==> src/sorps_pkg.sv <==
// ----------------------------------------------------------------------------
// SOR pressure sweep package
// Shared types, register codes, widths and fixed-point helpers.
// ----------------------------------------------------------------------------
package sorps_pkg;

  localparam int MAX_CELLS_X_DEFAULT = 64;
  localparam int MAX_CELLS_Y_DEFAULT = 64;

  localparam int IN_DATA_W  = 48;   // index_x, index_y, cell_value, padded
  localparam int IN_USER_W  = 2;    // op
  localparam int OUT_DATA_W = 128;  // read_value, residual_max, residual_sum_squares
  localparam int CFG_IDX_W  = 3;
  localparam int CFG_DATA_W = 32;

  localparam int QUEUE_DEPTH = 4;

  // datapath widths: operand, product and signed working value
  localparam int OP_A_W = 35;
  localparam int OP_B_W = 32;
  localparam int PROD_W = OP_A_W + OP_B_W;
  localparam int VAL_W  = PROD_W - 16 + 2;
  localparam int RLO_W  = PROD_W + 1 - 32;

  localparam logic [CFG_IDX_W-1:0] REG_CELLS_X   = 3'd0;
  localparam logic [CFG_IDX_W-1:0] REG_CELLS_Y   = 3'd1;
  localparam logic [CFG_IDX_W-1:0] REG_OMEGA     = 3'd2;
  localparam logic [CFG_IDX_W-1:0] REG_INV_DX_SQ = 3'd3;
  localparam logic [CFG_IDX_W-1:0] REG_INV_DY_SQ = 3'd4;
  localparam logic [CFG_IDX_W-1:0] REG_SOR_GAIN  = 3'd5;

  localparam logic [6:0]  CELLS_X_RESET  = 7'd64;
  localparam logic [6:0]  CELLS_Y_RESET  = 7'd64;
  localparam logic [17:0] OMEGA_RESET    = 18'd111411;
  localparam logic [30:0] INV_DX_RESET   = 31'd268435456;
  localparam logic [30:0] INV_DY_RESET   = 31'd268435456;
  localparam logic [31:0] SOR_GAIN_RESET = 32'd445645;

  localparam logic [30:0] SAT31      = 31'h7FFF_FFFF;
  localparam logic [62:0] SAT63      = 63'h7FFF_FFFF_FFFF_FFFF;
  localparam logic [31:0] SQ_LIMIT   = 32'd3037000499;

  typedef enum logic [1:0] {
    OP_LOAD_P   = 2'd0,
    OP_LOAD_RHS = 2'd1,
    OP_SWEEP    = 2'd2,
    OP_READ     = 2'd3
  } op_t;

  typedef enum logic [2:0] {
    ST_IDLE,
    ST_BND_RD,
    ST_BND_WR,
    ST_SOR_RD,
    ST_SOR_CALC,
    ST_RES_RD,
    ST_RES_CALC,
    ST_READ_WAIT
  } state_t;

  typedef struct packed {
    op_t         op;
    logic [6:0]  index_x;
    logic [6:0]  index_y;
    logic [31:0] cell_value;
    logic        in_range;
  } item_t;

  typedef struct packed {
    logic [6:0]  cells_x;
    logic [6:0]  cells_y;
    logic [17:0] omega;
    logic [30:0] inv_dx_squared;
    logic [30:0] inv_dy_squared;
    logic [31:0] sor_gain;
  } cfg_t;

  typedef struct packed {
    logic        result_kind;
    logic [31:0] read_value;
    logic [30:0] residual_max;
    logic [62:0] residual_sum_squares;
  } result_t;

  function automatic logic [VAL_W-1:0] mag_of(input logic signed [VAL_W-1:0] v);
    return v[VAL_W-1] ? VAL_W'(-v) : VAL_W'(v);
  endfunction

  // round(prod / 2^16), ties away from zero, sign applied afterwards
  function automatic logic signed [VAL_W-1:0] round_q16(input logic [PROD_W-1:0] prod,
                                                        input logic neg);
    logic [PROD_W:0]          s;
    logic signed [VAL_W-1:0]  m;
    s = {1'b0, prod} + (PROD_W+1)'(32768);
    m = $signed({1'b0, s[PROD_W:16]});
    return neg ? -m : m;
  endfunction

endpackage

==> src/sorps_queue.sv <==
// ----------------------------------------------------------------------------
// Command queue
// Short FIFO between the intake and the sweep engine.
// ----------------------------------------------------------------------------
module sorps_queue (
  input  logic           clk,
  input  logic           rst,
  input  logic           push,
  input  sorps_pkg::item_t push_item,
  output logic           full,
  input  logic           pop,
  output sorps_pkg::item_t head,
  output logic           valid
);
  import sorps_pkg::*;

  localparam int PW = $clog2(QUEUE_DEPTH);
  localparam int CW = $clog2(QUEUE_DEPTH + 1);

  item_t          slots [QUEUE_DEPTH];
  logic [PW-1:0]  wr_ptr;
  logic [PW-1:0]  rd_ptr;
  logic [CW-1:0]  count;

  assign full  = (count == CW'(QUEUE_DEPTH));
  assign valid = (count != '0);
  assign head  = slots[rd_ptr];

  always_ff @(posedge clk) begin
    if (push) begin
      slots[wr_ptr] <= push_item;
    end
  end

  always_ff @(posedge clk) begin
    if (rst) begin
      wr_ptr <= '0;
      rd_ptr <= '0;
      count  <= '0;
    end else begin
      if (push) begin
        wr_ptr <= wr_ptr + PW'(1);
      end
      if (pop) begin
        rd_ptr <= rd_ptr + PW'(1);
      end
      count <= count + CW'(push) - CW'(pop);
    end
  end

endmodule

==> config.mk <==
export PLATFORM = sky130hd
export DESIGN_NAME = sorps_queue
export DESIGN_NICKNAME = d
export VERILOG_FILES = /design/src/sorps_pkg.sv /design/src/sorps_queue.sv
export SDC_FILE = /design/constraint.sdc
export NUM_CORES = 1
export LEC_CHECK = 0
export BUFFER_PORTS_ARGS = -buffer_cell sky130_fd_sc_hd__buf_2
export CORE_ASPECT_RATIO = 1.5
export CORE_UTILIZATION = 30
export DETAILED_ROUTE_END_ITERATION = 6
export HOLD_SLACK_MARGIN = 0.02
export PLACE_DENSITY = 0.48
export SYNTH_ARGS = -nofsm -noshare
export SYNTH_HDL_FRONTEND = slang
export SYNTH_SLANG_ARGS = --single-unit
==> constraint.sdc <==
create_clock -name clk -period 5.9 [get_ports clk]
set_input_delay 1.18 -clock clk [delete_from_list [all_inputs] [get_ports clk]]
set_output_delay 1.18 -clock clk [all_outputs]
set_load 0.005 [all_outputs]
==> results of run 1 <==
[final timing paths]
kind              from            to  slack [ns]  cells past startpoint
min reg2reg  rd_ptr[1]          flop        0.55                      2
max               flop      head[19]        2.36                      2
max reg2reg  wr_ptr[0]  slots[3][24]        3.86                      3
min          rd_ptr[1]          flop        0.55                      2
[cell families (layout without fill, tap and decap cells)]
kind of cell	Yosys count	in the layout	share of synthesized area, %
buffers and inverters	17	148	1.561
other	0	1	0
XOR/XNOR	3	3	0.5482
flip-flops	205	205	80.53
adder cells (fa/ha/maj)	7	7	1.262
AND/OR/NAND/NOR	14	14	1.013
multiplexers	50	50	14.88
AO/OA/AOI/OAI	2	2	0.1993
[power by group through the flow]
stage | logic [mW] | clock network [mW] | registers (mW)
2_1_floorplan | 0.179 | 0 | 1.72
3_3_place_gp | 0.277 | 0 | 1.74
3_5_place_dp | 0.283 | 0 | 1.75
4_1_cts | 0.284 | 1.18 | 1.72
5_1_grt | 0.300 | 1.24 | 1.72
6_report | 0.273 | 1.14 | 1.71
[cell type report]
| type | count | area [µm²] | share of cell area [%] |
|---|---|---|---|
| inverters | 6 | 22.52 | 0.2504 |
| diodes | 1 | 2.502 | 0.02782 |
| flip-flops and latches | 205 | 6071 | 67.50 |
| well taps | 324 | 405.4 | 4.508 |
| multi-input cells | 76 | 1354 | 15.05 |
| clock inverters | 11 | 52.55 | 0.5843 |
| clock buffers | 23 | 533.0 | 5.927 |
| repair buffers | 108 | 553.0 | 6.149 |
[registers in the layout (all words and copies together) (netlist names), named ones only]
name    cells
rd_ptr      2
slots     196
wr_ptr      2
count       3
[synthesized netlist by cell type (2+ instances only)]
cell type and number:
and2_1 4, buf_1 3, buf_12 2, buf_2 2, buf_4 3, dfxtp_1 9, edfxtp_1 196, ha_1 6
inv_1 6, mux4_1 2, mux4_2 47, nor2_1 5, nor2b_1 2, xnor2_1 2
[worst min-delay path: stages, from the launching register on]
cell	delay, ns
dfxtp_1	0.32
nand3b_1	0.10
a21oi_1	0.07
[cell usage in the layout (no fill, tap or decap), drive strengths merged, types with 2 or more instances in the layout]
cell	synthesis	routed
clkbuf	0	23
and2	4	4
ha	6	6
clkinvlp	0	2
edfxtp	196	196
xnor2	2	2
dfxtp	9	9
mux4	49	49
inv	6	6
nor2b	2	2
buf	11	108
nor2	5	5
clkinv	0	9
[layer usage]
metal	share of wire (%)	wire length [µm]	GRT usage (%)
met5	0.089	13	0
met1	39	5636	12.93
met3	4.5	653	2.377
met2	55	7975	21.47
met4	2.0	284	3.919
[stage by stage]
step / hold slack, ns / utilization (%) / setup WS, ns / power [mW]
finish: 0.5455 / 36.67 / 2.359 / 3.128
global route: 0.5780 / 36.66 / 2.130 / 3.258
CTS: 0.5522 / 36.66 / 2.226 / 3.182
detailed placement: 0.5434 / 34.28 / 2.763 / 2.029
global placement: 0.5123 / 34.28 / 2.763 / 2.018
floorplan: 0.4918 / - / 3.136 / 1.897
==> flow_summary.json, run 1 <==
{
  "run_status": "complete, no violations",
  "cp_max_fo": 49,
  "rsz0062_at_grt": "false",
  "start_util_pct": 30.71,
  "root_buffer": "clkbuf_16",
  "cts_buffer_depth": 3,
  "p_leak_nw": 3.003,
  "h-tree-depth": 1,
  "tightest_slew_ns": 1.078,
  "fill_cells": 2315,
  "path_class": "reg2out",
  "synth_top_area_share_pct": 78.14,
  "fmaxAchievable_ghz": 0.2824,
  "instances_no_fill": 754,
  "io_buffers": 103,
  "ant_nets": 0,
  "antenna_found_initial": 2,
  "synth_ff_type": "edfxtp_1",
  "rows": 70,
  "power_frac_comb_pct": 8.7,
  "cp-start-kind": "flop",
  "drt_iter0_drc": 152,
  "ir_worst_vdd_v": 0.0001524,
  "num-nets-final": 477,
  "synthToLayoutAreaGrowth_pct": 19.40,
  "slew_headroom_pct": 28.13,
  "cts_resized": 0,
  "slowest_stage": "dfxtp_4",
  "grt_max_degree": 50,
  "drv_slew": 0,
  "yosys_warnings": 0,
  "p_switching_mw": 0.6658,
  "hold_class": "reg2reg",
  "maxCapViolations": 0,
  "required_ns": 4.72,
  "layout-drive-gt1-share_pct": 43.82,
  "synth_fp_nets": 358,
  "ys_seq_area_share_pct": 80.53,
  "die_area_mm2": 0.02576,
  "grt_overflow_total": 0,
  "core_area_mm2": 0.02452,
  "yosys.area.top_type": "edfxtp_1",
  "cp_cell_sequence": "mux4_2, buf_2",
  "power.density_mw_per_mm2": 347.8,
  "async_reset_ff_share_pct": 0,
  "ys_types": 23,
  "clkTransAtPathRegs_ns": 0.06,
  "dp_hpwl_mm": 8.381,
  "clkSinkCount": 205,
  "setup_viol": 0,
  "min_period_ns": 3.541,
  "tns_ns": 0,
  "first_global_vias": 3836,
  "ios": 104,
  "max_stage_delay_ns": 1.07,
  "routed_wirelength_mm": 14.56,
  "wl_per_cell_um": 19.31,
  "p_int_mw": 2.462,
  "cts_buffers": 20,
  "drtPass1Iterations": 4,
  "synth_edf_count": 196,
  "p_clk_share_pct": 36.5,
  "synth.ff_latch_count": 205,
  "critPathTopFamily": "flip-flops",
  "die_h_um": 196.1,
  "dieWidth_um": 131.4,
  "track_usage_pct": 11.50,
  "grt_pass1_wl_mm": 22.41,
  "place.gp.congestion": 0.6535,
  "clkLatencyLatePin_ns": 0.48,
  "switching_share_pct": 21.29,
  "viasPerCell": 4.484,
  "seq_power_share_pct": 54.7,
  "cp_num_buf_inv": 1,
  "cts_tree": "done",
  "synth_area_mm2": 0.007532,
  "hold_buffers": 0,
  "place_area_mm2": 0.008406,
  "skew_ns": 0.004888,
  "drc": 0,
  "dp_cells": 719,
  "worstPathArrival_ns": 2.36,
  "postCtsSetupRepairBufs": 0,
  "fin_crit_sh_pct": 60.02,
  "avgSynthCellArea_um2": 25.28,
  "hold_violations": 0,
  "dr_total_vias": 3381,
  "netlist_instances": 298,
  "synth.area.top_cells": "edfxtp_1 (78%), mux4_2 (14%), dfxtp_1 (2.4%)",
  "cp-end-kind": "primary output",
  "fin_area_mm2": 0.008994
}
(Power assumes the default switching activity.)
==> inputs of run 2 (changes only) <==
- ABC_AREA: default -> 1
- PLACE_DENSITY: 0.48 -> 0.5
- clock period: 5.9 -> 3.06 ns (I/O delays scaled with it)
==> run 2 against run 1 <==
  * Sequential share of layout area fell by 4.7 points
  * Register-to-register slack got worse by 2.4 ns
  * Flip-flop and latch count stayed put
  * Total power increased by 97%
  * Clock skew grew 0.012 ns
  * Critical endpoint is now head[10]
  * Highest routed layer unchanged
==> flow_summary.json, run 2 <==
{
  "diodes": 0,
  "power.density_mw_per_mm2": 638.6,
  "hold_end": "count[1]",
  "r2r_setup_slack_ns": 1.50,
  "first_global_vias": 4595,
  "slew_headroom_pct": 67.36,
  "die_h_um": 204.0,
  "place.gp.congestion": 0.6770,
  "synth.area.top_cells": "edfxtp_1 (72%), inv_1 (5.3%), nand2_1 (4.9%)",
  "ys_types": 17,
  "dp_cells": 1049,
  "dieWidth_um": 136.7,
  "fin_crit_sh_pct": 80.47,
  "antenna_found_initial": 1,
  "cts_buffers": 21,
  "synth_top_area_share_pct": 72.14,
  "core_area_mm2": 0.02658,
  "cts_buffer_depth": 3,
  "synthToLayoutAreaGrowth_pct": 18.49,
  "clkSinkCount": 205,
  "min_path_cells": 2,
  "layout-drive-gt1-share_pct": 20.03,
  "cts_resized": 0,
  "clkLatencyLatePin_ns": 0.50,
  "dp_hpwl_mm": 9.564,
  "hold_class": "in2reg",
  "maxCapViolations": 0,
  "cp_max_fo": 46,
  "viasPerCell": 4.386,
  "ios": 104,
  "final_common_cell": "edfxtp_1",
  "dr_total_vias": 4763,
  "min_period_ns": 2.463,
  "largest_reg_flops": 196,
  "synth_fp_nets": 689,
  "start_util_pct": 30.70,
  "cp-start-kind": "flop",
  "drtPass1Iterations": 4,
  "layout_common_cells": "edfxtp_1 (196), inv_1 (111), nand2_1 (106)",
  "tns_ns": 0,
  "track_usage_pct": 11.56,
  "drt_iter0_drc": 181,
  "yosysMostFrequentCell": "edfxtp_1",
  "top_register": "slots",
  "hold_start": "rst",
  "synth_ff_type": "edfxtp_1",
  "grt_max_degree": 74,
  "clkTransAtPathRegs_ns": 0.06,
  "worstPathArrival_ns": 1.85,
  "place_ws_ns": 1.087,
  "ir_worst_vdd_v": 0.0004864,
  "h-tree-depth": 1,
  "rsz0062_at_grt": "false",
  "io_buffers": 103,
  "postCtsSetupRepairBufs": 0,
  "setup_ws_ns": 0.5975,
  "reg_top3": "slots: 196 flops, count: 3 flops",
  "synth_area_mm2": 0.008159,
  "wl_per_cell_um": 14.52,
  "cts_tree": "done",
  "num-nets-final": 795,
  "regToRegStartpoint": "count[0]",
  "drc": 0,
  "ant_nets": 0,
  "setup_viol": 0,
  "die_area_mm2": 0.02787,
  "yosys_warnings": 0,
  "netlist_instances": 629,
  "ys_seq_area_share_pct": 74.34,
  "fill_cells": 2546,
  "drv_slew": 0,
  "synth.ff_latch_count": 205,
  "yosys.area.top_type": "edfxtp_1",
  "skew_ns": 0.01735,
  "hold_buffers": 0,
  "p_leak_nw": 3.763,
  "synth_top_cells_by_count": "edfxtp_1 (196), inv_1 (115), nand2_1 (106)",
  "async_reset_ff_share_pct": 0,
  "grt_overflow_total": 0,
  "worst_r2r_endpoint": "count[2]",
  "tightest_slew_ns": 0.4896,
  "avgSynthCellArea_um2": 12.97,
  "cp-end-kind": "primary output",
  "fmaxAchievable_ghz": 0.4061,
  "grt_pass1_wl_mm": 24.25,
  "hold_ws_ns": 0.3043,
  "reg2reg_depth": 9,
  "routed_wirelength_mm": 15.77,
  "run_status": "complete, no violations",
  "instances_no_fill": 1086,
  "path_class": "reg2out",
  "synth_edf_count": 196,
  "required_ns": 2.45,
  "rows": 73,
  "hold_violations": 0,
  "root_buffer": "clkbuf_16"
}
-- run 2: changes by cell type in the layout (fill, tap and decap cells not counted), moves of 5 or more --
cell / previous run / this run
o21ai_1: 0 / 15
o21ai_0: 0 / 38
o211ai_1: 0 / 49
mux4_2: 47 / 0
clkinv_1: 6 / 1
a21oi_1: 1 / 55
clkbuf_1: 2 / 8
buf_12: 0 / 6
inv_1: 6 / 111
nand2_1: 0 / 106
-- run 2: cells by family after synthesis --
kind of cell    Yosys count  share of synthesized area [%]
fa+ha+maj                 7                          1.165
simple gates            112                          5.199
buf+inv                 148                          8.158
flops                   205                          74.34
compound gates          157                          11.13
-- run 2: area by class of cell --
class                   count  area, µm²  share of cell area (%)
clock inverters             8      70.07                  0.7247
clock buffers              29      555.5                   5.746
inverters                 115      431.7                   4.465
multi-input cells         276       1428                   14.77
well taps                 337      421.7                   4.361
flip-flops and latches    205       6073                   62.82
repair buffers            116      688.2                   7.118
-- run 2: metal layers --
metal	GRT usage, %	vias to the layer above	share of wire [%]
li1	-	2393	-
met3	2.356	28	4.5
met2	21.74	80	54
met4	4.683	2	2.4
met1	12.31	2260	39
met5	0	-	0.063
-- run 2: worst max-delay path by stage --
stage	depth (start not counted)	to	slack, ns	from
after floorplan	2	slots[0][0]	1.05	push
after global placement	5	head[31]	1.10	flop
after detailed placement	5	head[17]	1.09	flop
after CTS	5	head[17]	0.54	flop
after global routing	5	head[38]	0.43	flop
final	5	head[10]	0.60	flop
-- run 2: where the power goes --
part / switching [mW] / internal [mW] / leakage [nW]
combinational: 0.333 / 0.210 / 1.58
sequential: 0.0487 / 3.21 / 1.88
clock: 1.02 / 1.36 / 0.310
-- run 2: stage by stage --
step,power [mW],utilization [%],cell area (µm²)
3_3_place_gp,3.871,34.02,9042
6_report,6.174,36.37,9668
2_1_floorplan,3.627,-,8159
3_5_place_dp,3.883,34.02,9042
4_1_cts,6.290,36.37,9668
5_1_grt,6.443,36.37,9668
-- run 2: critical path: stages, from the launching register on --
cell and delay (ns):
dfxtp_4 0.63, buf_12 0.28, a21oi_1 0.06, o21ai_0 0.08, nand2_1 0.10, buf_2 0.14
